<file path="src/hdl/scb_pkg.sv">
`default_nettype none

package scb_pkg;

  // Field widths
  localparam int ACTION_W = 8;
  localparam int Q_W      = 32;
  localparam int STATUS_W = 3;
  localparam int DEPTH_W  = 9;
  localparam int FRAC_W   = 16;

  // Default stack size
  localparam int SCB_STACK_DEPTH = 256;

  // Divider dividend: |a| << 16 plus half the divisor, one guard bit
  localparam int DIV_NUM_W = Q_W + FRAC_W + 1;

  // Opcodes
  localparam logic [ACTION_W-1:0] OP_CONST = 8'd0;
  localparam logic [ACTION_W-1:0] OP_ADD   = 8'd1;
  localparam logic [ACTION_W-1:0] OP_SUB   = 8'd2;
  localparam logic [ACTION_W-1:0] OP_MUL   = 8'd3;
  localparam logic [ACTION_W-1:0] OP_DIV   = 8'd4;
  localparam logic [ACTION_W-1:0] OP_NEG   = 8'd5;
  localparam logic [ACTION_W-1:0] OP_RET   = 8'd6;

  // Result status codes
  localparam logic [STATUS_W-1:0] ST_OK      = 3'd0;
  localparam logic [STATUS_W-1:0] ST_RET     = 3'd1;
  localparam logic [STATUS_W-1:0] ST_UNKNOWN = 3'd2;
  localparam logic [STATUS_W-1:0] ST_UNDER   = 3'd3;
  localparam logic [STATUS_W-1:0] ST_OVER    = 3'd4;
  localparam logic [STATUS_W-1:0] ST_DIVZERO = 3'd5;

  localparam logic [Q_W-1:0] Q_MAX_BITS = 32'h7FFF_FFFF;
  localparam logic [Q_W-1:0] Q_MIN_BITS = 32'h8000_0000;

  // Controller to datapath commands
  typedef struct packed {
    logic                latch_in;
    logic                push;
    logic                read;
    logic                alu_commit;
    logic                mul_load;
    logic                mul_commit;
    logic                div_start;
    logic                div_commit;
    logic                neg;
    logic                ret;
    logic                reload;
    logic                report;
    logic [STATUS_W-1:0] report_code;
    logic                load_out;
  } cmd_t;

  // Datapath to controller status
  typedef struct packed {
    logic [ACTION_W-1:0] op;
    logic                sp_zero;
    logic                sp_lt2;
    logic                sp_full;
    logic                top_zero;
    logic                div_done;
  } stat_t;

  // Apply sign to a magnitude and clamp to the Q16.16 range
  function automatic logic [Q_W-1:0] sat_mag(input logic [63:0] mag, input logic neg);
    logic [Q_W-1:0] res;
    if (neg) begin
      if (mag >= 64'h0000_0000_8000_0000) res = Q_MIN_BITS;
      else res = 32'd0 - mag[Q_W-1:0];
    end else begin
      if (mag > 64'h0000_0000_7FFF_FFFF) res = Q_MAX_BITS;
      else res = mag[Q_W-1:0];
    end
    return res;
  endfunction

  // Saturating add or subtract of two signed words
  function automatic logic [Q_W-1:0] add_sat(input logic [Q_W-1:0] a, input logic [Q_W-1:0] b,
                                             input logic sub);
    logic [Q_W:0]   s;
    logic [Q_W-1:0] res;
    if (sub) s = {a[Q_W-1], a} - {b[Q_W-1], b};
    else s = {a[Q_W-1], a} + {b[Q_W-1], b};
    if (s[Q_W] != s[Q_W-1]) res = s[Q_W] ? Q_MIN_BITS : Q_MAX_BITS;
    else res = s[Q_W-1:0];
    return res;
  endfunction

endpackage

`default_nettype wire

</file>
<file path="src/hdl/scb_ctrl.sv">
`default_nettype none

module scb_ctrl (
  input  wire logic            clk,
  input  wire logic            rst_n,
  input  wire logic            in_valid,
  output logic                 in_ready,
  output logic                 out_valid,
  input  wire logic            out_ready,
  input  wire scb_pkg::stat_t  st,
  output scb_pkg::cmd_t        cmd
);
  import scb_pkg::*;

  typedef enum logic [2:0] {
    S_IDLE,
    S_DECODE,
    S_READ,
    S_MULFIN,
    S_DIVWAIT,
    S_RELOAD,
    S_FIN
  } state_t;

  state_t state_r;
  state_t state_nxt;
  logic   out_valid_r;
  logic   out_valid_nxt;

  // Sequence one instruction through decode, operand read and commit
  always_comb begin
    cmd       = '0;
    state_nxt = state_r;
    unique case (state_r)
      S_IDLE: begin
        if (in_valid) begin
          cmd.latch_in = 1'b1;
          state_nxt    = S_DECODE;
        end
      end
      S_DECODE: begin
        state_nxt = S_FIN;
        unique case (st.op) inside
          OP_CONST: begin
            if (st.sp_full) begin
              cmd.report      = 1'b1;
              cmd.report_code = ST_OVER;
            end else begin
              cmd.push = 1'b1;
            end
          end
          OP_ADD, OP_SUB, OP_MUL, OP_DIV: begin
            if (st.sp_lt2) begin
              cmd.report      = 1'b1;
              cmd.report_code = ST_UNDER;
            end else if (st.op == OP_DIV && st.top_zero) begin
              cmd.report      = 1'b1;
              cmd.report_code = ST_DIVZERO;
            end else begin
              cmd.read  = 1'b1;
              state_nxt = S_READ;
            end
          end
          OP_NEG: begin
            if (st.sp_zero) begin
              cmd.report      = 1'b1;
              cmd.report_code = ST_UNDER;
            end else begin
              cmd.neg = 1'b1;
            end
          end
          OP_RET: begin
            if (st.sp_zero) begin
              cmd.report      = 1'b1;
              cmd.report_code = ST_UNDER;
            end else begin
              cmd.ret = 1'b1;
              // fetch the entry that becomes the new top
              if (!st.sp_lt2) begin
                cmd.read  = 1'b1;
                state_nxt = S_RELOAD;
              end
            end
          end
          default: begin
            cmd.report      = 1'b1;
            cmd.report_code = ST_UNKNOWN;
          end
        endcase
      end
      S_READ: begin
        unique case (st.op)
          OP_MUL: begin
            cmd.mul_load = 1'b1;
            state_nxt    = S_MULFIN;
          end
          OP_DIV: begin
            cmd.div_start = 1'b1;
            state_nxt     = S_DIVWAIT;
          end
          default: begin
            cmd.alu_commit = 1'b1;
            state_nxt      = S_FIN;
          end
        endcase
      end
      S_MULFIN: begin
        cmd.mul_commit = 1'b1;
        state_nxt      = S_FIN;
      end
      S_DIVWAIT: begin
        if (st.div_done) begin
          cmd.div_commit = 1'b1;
          state_nxt      = S_FIN;
        end
      end
      S_RELOAD: begin
        cmd.reload = 1'b1;
        state_nxt  = S_FIN;
      end
      S_FIN: begin
        // hand the result to the output register once it is free
        if (!out_valid_r || out_ready) begin
          cmd.load_out = 1'b1;
          state_nxt    = S_IDLE;
        end
      end
      default: begin
        state_nxt = S_IDLE;
      end
    endcase
  end

  assign out_valid_nxt = cmd.load_out ? 1'b1 : (out_ready ? 1'b0 : out_valid_r);

  // State and output valid
  always_ff @(posedge clk) begin
    if (!rst_n) begin
      state_r     <= S_IDLE;
      out_valid_r <= 1'b0;
    end else begin
      state_r     <= state_nxt;
      out_valid_r <= out_valid_nxt;
    end
  end

  assign in_ready  = (state_r == S_IDLE);
  assign out_valid = out_valid_r;

endmodule

`default_nettype wire

</file>
<file path="config.mk">
export PLATFORM = sky130hd
export DESIGN_NAME = scb_ctrl
export DESIGN_NICKNAME = d
export VERILOG_FILES = /design/src/hdl/scb_pkg.sv /design/src/hdl/scb_ctrl.sv
export SDC_FILE = /design/constraint.sdc
export NUM_CORES = 1
export LEC_CHECK = 0
export ABC_AREA = 1
export ABC_CLOCK_PERIOD_IN_PS = 2200
export BUFFER_PORTS_ARGS = -buffer_cell sky130_fd_sc_hd__buf_2
export CORE_MARGIN = 2
export CORE_UTILIZATION = 40
export DETAILED_ROUTE_END_ITERATION = 6
export PLACE_DENSITY = 0.85
export SYNTH_ARGS = -nofsm -noshare
export SYNTH_HDL_FRONTEND = slang
export SYNTH_SLANG_ARGS = --single-unit
</file>
<file path="constraint.sdc">
create_clock -name clk -period 2.2 [get_ports clk]
set_input_delay 0.11 -clock clk [delete_from_list [all_inputs] [get_ports clk]]
set_output_delay 0.11 -clock clk [all_outputs]
set_load 0.01 [all_outputs]
</file>
# [Yosys cells after proc, flatten, opt, wreduce, memory -nomap -nowiden]
# Index checks and enable logic that the tools add are counted.
[word_totals] output_inout_bits=18 regBits=4 elab_cells=71 in_bits=17
[classes] reduce_logical=11 eq_ne=15 mux=43
[op_table] cell="== test 8 x 3 -> 1 bit (second input constant)" n=3
[op_table] cell="2-to-1 mux 1 bit" n=23
[op_table] cell="2-to-1 mux 4 bit" n=5
[op_table] cell="2-to-1 mux 3 bit" n=6
[op_table] cell="case mux 3 bit (6 select lines)" n=1
[op_table] cell="== test 8 x 2 -> 1 bit (second input constant)" n=2
[op_table] cell="case mux 3 bit (2 select lines)" n=2
[op_table] cell="case mux 4 bit (3 select lines)" n=1
[op_table] cell="== test 3 bit (second input constant)" n=3
[op_table] cell="== test 8 x 1 -> 1 bit (second input constant)" n=1
[op_table] cell="zero test 8 bit" n=1
[op_table] cell="2-to-1 mux 2 bit" n=4
[op_table] cell="== test 3 x 2 -> 1 bit (second input constant)" n=2
[op_table] cell="inequality test 2 bit (second input constant)" n=3
[op_table] cell="OR reduction 2 bit" n=3
[op_table] cell="OR reduction 4 bit" n=1
[op_table] cell="== test 3 x 1 -> 1 bit (second input constant)" n=1
[op_table] cell="zero test 3 bit" n=1
[op_table] cell="AND reduction 3 bit" n=1
[op_table] cell="case mux 1 bit (2 select lines)" n=1
[op_table] cell="nonzero test 2 bit" n=1
[op_table] cell="logical AND 1 bit" n=1
[op_table] cell="zero test 1 bit" n=1
[op_table] cell="logical OR 1 bit" n=1

# [Depth between registers and ports, before layout]
# Gate-level depths: netlist (run 1).
[logic_depth] ltp_word=6 mapped_depth=10 ltp_nobuf=10

# [Worst setup path before layout (run 1)]
# OpenSTA, ideal clock, no wires.
[synth_path] kind="register -> register" startpoint="reg state_r[2]" endpoint="reg state_r[2]" n_path_buf=1 arrival_time_ns=1.268 setup_time_ns=0.116 path_stages_with_launch=8 slack_ns=0.817 cell_sequence="dfxtp_1 -> buf_6 -> nor3_1 -> inv_1 -> o21ai_0 -> a21oi_1 -> nand2_1 -> a21oi_1"
[synth_between] elab_chain_len=3
[synth_lines] item="start: declaration" line="scb_ctrl.sv:25" rtl="state_t state_r;"
[synth_lines] item="start signal: assignment" line="scb_ctrl.sv:142" rtl="state_r <= state_nxt;"
[synth_lines] item="zero test 3 bit *"
[synth_lines] item="named net in_ready" line="scb_ctrl.sv:7" rtl="output logic in_ready,"
[synth_lines] item="inequality test 2 bit (no line)"
[synth_lines] item="AND reduction 3 bit (no line)"
# Mark *: on every way through the listed nets, which the timed path passes. The rest lies on a longest branch.
# A chain may end at the register's enable or synchronous reset.

==> metrics.txt, run 1 <==
status completed; Final Net Count 165; vias per cell 4.84; Worst Setup Slack, final 0.561 ns; cts repair resizes 0; # Max-Cap Violations 0; die area 1720 µm²; Global Route Usage Sum 16.8%; Setup Crit Path Kind flip-flop to output port; post-layout util 58.1%; I/O pin cnt 35; Initial Utilization 43.3%; R2R setup slack 0.77 ns; Post-DP HPWL 1280 µm; Max VDD drop 0.641 mV; TritonCTS Buffers 3; sequential share of the synthesized area 14.2%; YS warnings 0; buffer depth of the longest clock path 2; # clock sinks 4; Power Dens Cells 835 nW/µm²; Port Buffer Count 34; syn_nets 128; Clk pin slew, worst setup/hold paths 0.03 ns; initial detailed-routing violation count 13; CP arrival 1.53 ns; R2R depth 9; Hold Vio Cnt, Final 0; Detail Route Antenna Nets 0; FP Rows 13; Post-CTS Repair Setup Buffers 0; worst hold-check path type input pin to flip-flop; relative slew slack 76.2%; core area 1300 µm²; CP startpoint state_r[0]; crit-path leading delay family flip-flops; Critical R2R Launch state_r[2]; Layout Area Growth over Synthesis 34.2%; Final Max Slew Viols 0; Tmin final 1.64 ns; n_diodes 0; Worst Path Buf+Inv 3; via count 779; CP peak stage delay 0.46 ns; first-pass GRT wire length 2420 µm; final setup fails 0; Routed WL 1470 µm; initial antenna violation count 0; Worst Hold Path EP state_r[0]; GR Overflow Total 0; dpl ws 0.677 ns; DIE WIDTH 41.5 µm; Yosys cell types 17; CTS tree built; Tot Pwr 631 µW; Synth area leader nand2_1; startpoint types flip-flop; Critical Path RT 2.09 ns; actual slew at the worst max-slew pin 0.356 ns; final setup TNS 0 ns; H-Tree Depth 1; clock skew 0.00196 ns; Worst R2R End state_r[2]; vias in the first global route 633; Static Leakage 0.448 nW; unrepaired setup endpoints after global routing false; Cell Chain, Critical Path inv_2 -> nor3_4 -> inv_2 -> nor4_4 -> buf_2; Post-CTS Hold Buffers 0; root buf cell clkbuf_4; GPL Wtd Cong 0.891; share of layout cells above drive strength 1 29.5%; synth top area cells nand2_1 (23%), nor2_1 (16%), dfxtp_1 (14%); hold_sp rst_n; Critical Path Slowest Stage Cell dfxtp_1; top cell type's share of synthesized area 23.3%; synthesized area per cell 5.07 µm²; crit end category output port; worst-path maximum fanout 7; First-pass DRT Iterations 4; fmax 610 MHz; die height 41.5 µm; WP depth 5; Mapped Cells 111; Top cell by count, worst path inv_2; Clk Latency, worst-skew pair 0.22 ns; Period Utilization, post-route 74.5%; WL/cell 9.14 µm; drt drc 0; Post-Syn Area 563 µm²; FF+latch count, synth 4; pin count of the biggest net entering global routing 10; hold path cells 3
==> where the power goes <==
group	switching [mW]	leakage, nW	internal [mW]
logic	0.239	0.401	0.148
registers	0.0591	0.0328	0.0998
clock network	0.0242	0.0138	0.0606
==> synthesized netlist by cell type <==
cell type  instances
a21oi_1           11
a31oi_1            1
buf_4              1
buf_6              1
dfxtp_1            4
inv_1             16
inv_2              3
nand2_1           35
nand3_1            3
nand4_1            1
nor2_1            24
nor3_1             4
nor3_2             1
nor3_4             1
nor4_1             1
nor4_4             1
o21ai_0            3
==> state kept, by name (all words and copies together), names as in the netlist <==
register / cells
out_valid: 1
state_r: 3
==> metrics by stage <==
stage                     hold slack [ns]  cells  area, µm²
after detailed placement            0.361    158        733
after CTS                           0.124    161        756
after global placement              0.354    158        733
final                               0.125    161        756
after global routing                0.138    161        756
after floorplan                     0.233    111        563
==> per-layer routing <==
layer / vias to the layer above / part of all wire, % / track usage, %
li1: 419 / - / -
met1: 337 / 46 / 22.8
met4: 0 / 0 / 5.16
met5: - / 0 / 0
met3: 0 / 4.8 / 0
met2: 23 / 50 / 29.1
==> tightest hold or removal path: cells and delay by family <==
family,cells,cell delay [ns]
and+or+nand+nor,1,0.05
buffers and inverters,1,0.10
AOI/OAI and AO/OA,1,0.03
==> final cells by class <==
type / count / area, µm²
Sequential cell: 4 / 80.1
Multi-Input combinational cell: 86 / 393
Fill cell: 139 / 546
Timing Repair Buffer: 34 / 170
Clock buffer: 3 / 22.5
Tap cell: 15 / 18.8
Inverter: 19 / 71.3
==> cell families (layout without fill, tap and decap cells) <==
kind of cell | Yosys count | after routing | synth area share (%)
and+or+nand+nor | 71 | 71 | 56.2
buffers and inverters | 21 | 56 | 16.0
AOI/OAI and AO/OA | 15 | 15 | 13.6
DFF | 4 | 4 | 14.2
==> placed cells by master, fill, tap and decap left out, drive strengths merged <==
| cell | synthesis | routed |
|---|---|---|
| nor3 | 6 | 6 |
| buf | 2 | 34 |
| dfxtp | 4 | 4 |
| nand4 | 1 | 1 |
| nor4 | 2 | 2 |
| nor2 | 24 | 24 |
| inv | 19 | 19 |
| nand3 | 3 | 3 |
| nand2 | 35 | 35 |
| a21oi | 11 | 11 |
| clkbuf | 0 | 3 |
| a31oi | 1 | 1 |
| o21ai | 3 | 3 |
==> how the worst max path moves through the flow <==
stage / to / slack (ns)
final: cmd[6] / 0.56
after CTS: cmd[7] / 0.56
after global routing: cmd[7] / 0.46
after detailed placement: cmd[2] / 0.68
after global placement: cmd[2] / 0.73
after floorplan: state_r[2] / 0.82
Power figures use the tool's default switching activity.
==> inputs of run 2 (changes only) <==
ABC_CLOCK_PERIOD_IN_PS = 1700   (was 2200)
clock period = 1.7 ns   (was 2.2 ns; I/O delays follow)
==> run 2 against run 1 <==
Final cell count unchanged; non-clock buffer count unchanged; core utilization up 0.096 points; sequential cell count unchanged; final area up 0.17%; largest cell class unchanged.
==> metrics.txt, run 2 (synthesized netlist as in run 1, its figures left out) <==
status completed; TritonCTS Buffers 3; Int Pwr 401 µW; CP peak stage delay 0.40 ns; vias in the first global route 633; FP Rows 13; Static Leakage 0.448 nW; # Max-Cap Violations 0; Comb power frac 61.2%; Cell Chain, Critical Path nor3_4 -> inv_2 -> nor4_4 -> buf_2; GR Overflow Total 0; Routed WL 1470 µm; pin count of the biggest net entering global routing 10; Initial Utilization 43.3%; Critical Path Slowest Stage Cell dfxtp_1; Reg with most FFs state_r; drt drc 0; n_diodes 0; most frequent cells in the layout nand2_1 (35), buf_2 (34), nor2_1 (24); Clk Latency, worst-skew pair 0.22 ns; Tmin final 1.56 ns; startpoint types flip-flop; die area 1720 µm²; Layout fillers 139; relative slew slack 76.2%; switching power 418 µW; CTS tree built; first-pass GRT wire length 2420 µm; DIE WIDTH 41.5 µm; Critical Path RT 1.62 ns; core area 1300 µm²; initial detailed-routing violation count 13; root buf cell clkbuf_4; share of layout cells above drive strength 1 30.1%; WL/cell 9.14 µm; sequential group share of total power 25.4%; unrepaired setup endpoints after global routing false; First-pass DRT Iterations 4; vias per cell 4.84; most common cell after layout, fill and taps aside nand2_1; initial antenna violation count 0; Detail Route Antenna Nets 0; Worst Path Buf+Inv 2; worst-path maximum fanout 9; buffer depth of the longest clock path 2; final setup TNS 0 ns; Setup Crit Path Kind flip-flop to output port; Period Utilization, post-route 91.7%; Layout Area Growth over Synthesis 34.4%; Worst Setup Slack, final 0.141 ns; Post-DP HPWL 1280 µm; crit-path leading delay family simple AND/OR/NAND/NOR gates; # clock sinks 4; Post-CTS Hold Buffers 0; Largest register FFs 3; fmax 642 MHz; dpl ws 0.227 ns; clock skew 0.00196 ns; Global Route Usage Sum 16.8%; Max VDD drop 0.829 mV; Cell Count Post-Placement 158; post-layout instance area 757 µm²; via count 779; final setup fails 0; Area after DPL 733 µm²; crit end category output port; Port Buffer Count 34; Layout Cells excl Fill 161; Clock Power Share 13.4%; Final Max Slew Viols 0; Net Sw Frac 51.0%; Final Net Count 165; I/O pin cnt 35; worst hold-check path type input pin to flip-flop; Clk pin slew, worst setup/hold paths 0.03 ns; actual slew at the worst max-slew pin 0.356 ns; CP arrival 1.47 ns; H-Tree Depth 1; Hold Vio Cnt, Final 0; Power Dens Cells 1080 nW/µm²; die height 41.5 µm; GPL Wtd Cong 0.891
run 2: cell counts in the layout (fill, tap and decap cells not counted):
No cell type changed its count.
run 2: tightest hold or removal path: stages:
cell and delay, ns:
buf_2 0.10, nand2_1 0.05, a21oi_1 0.03
run 2: through the flow:
stage / utilization [%] / power, mW / hold slack (ns)
4_1_cts: 58.1 / 0.822 / 0.0995
5_1_grt: 58.2 / 0.902 / 0.106
6_report: 58.2 / 0.818 / 0.0929
3_5_place_dp: 56.3 / 0.706 / 0.336
2_1_floorplan: - / 0.572 / 0.199
3_3_place_gp: 56.3 / 0.694 / 0.329
run 2: power by group through the flow:
stage               sequential [mW]  combinational [mW]  clock, mW
detailed placement            0.206               0.501          0
floorplan                     0.168               0.404          0
finish                        0.208               0.501      0.110
CTS                           0.205               0.503      0.115
global placement              0.202               0.492          0
global route                  0.218               0.561      0.123
run 2: cell type report:
cell class / count / area, µm² / area share [%]
inverter: 19 / 71.3 / 9.42
timing repair buffer: 34 / 170 / 22.5
multi-input combinational: 86 / 393 / 51.9
clock buffer: 3 / 22.5 / 2.98
sequential: 4 / 81.3 / 10.7
tap: 15 / 18.8 / 2.48
run 2: worst paths after layout:
| kind | from | end | slack, ns | cells after the start |
|---|---|---|---|---|
| worst min register to register | out_valid | out_valid | 0.58 | 4 |
| worst min-delay path | rst_n | state_r[0] | 0.09 | 3 |
| worst max-delay path | state_r[2] | cmd[6] | 0.14 | 4 |
| worst max register to register | state_r[2] | state_r[2] | 0.27 | 9 |
run 2: routing by layer:
layer  up-vias  track usage (%)  wire length, µm
met3         0                0               70
met1       337             22.8              672
li1        419                -                -
met4         0             5.16                0
met2        23             29.1              729
met5         -                0                0
run 2: timing repair:
item                                    CTS  global route
gates resized for setup                   0             1
buffers inserted                          0             0
endpoints found under the setup margin    0             2
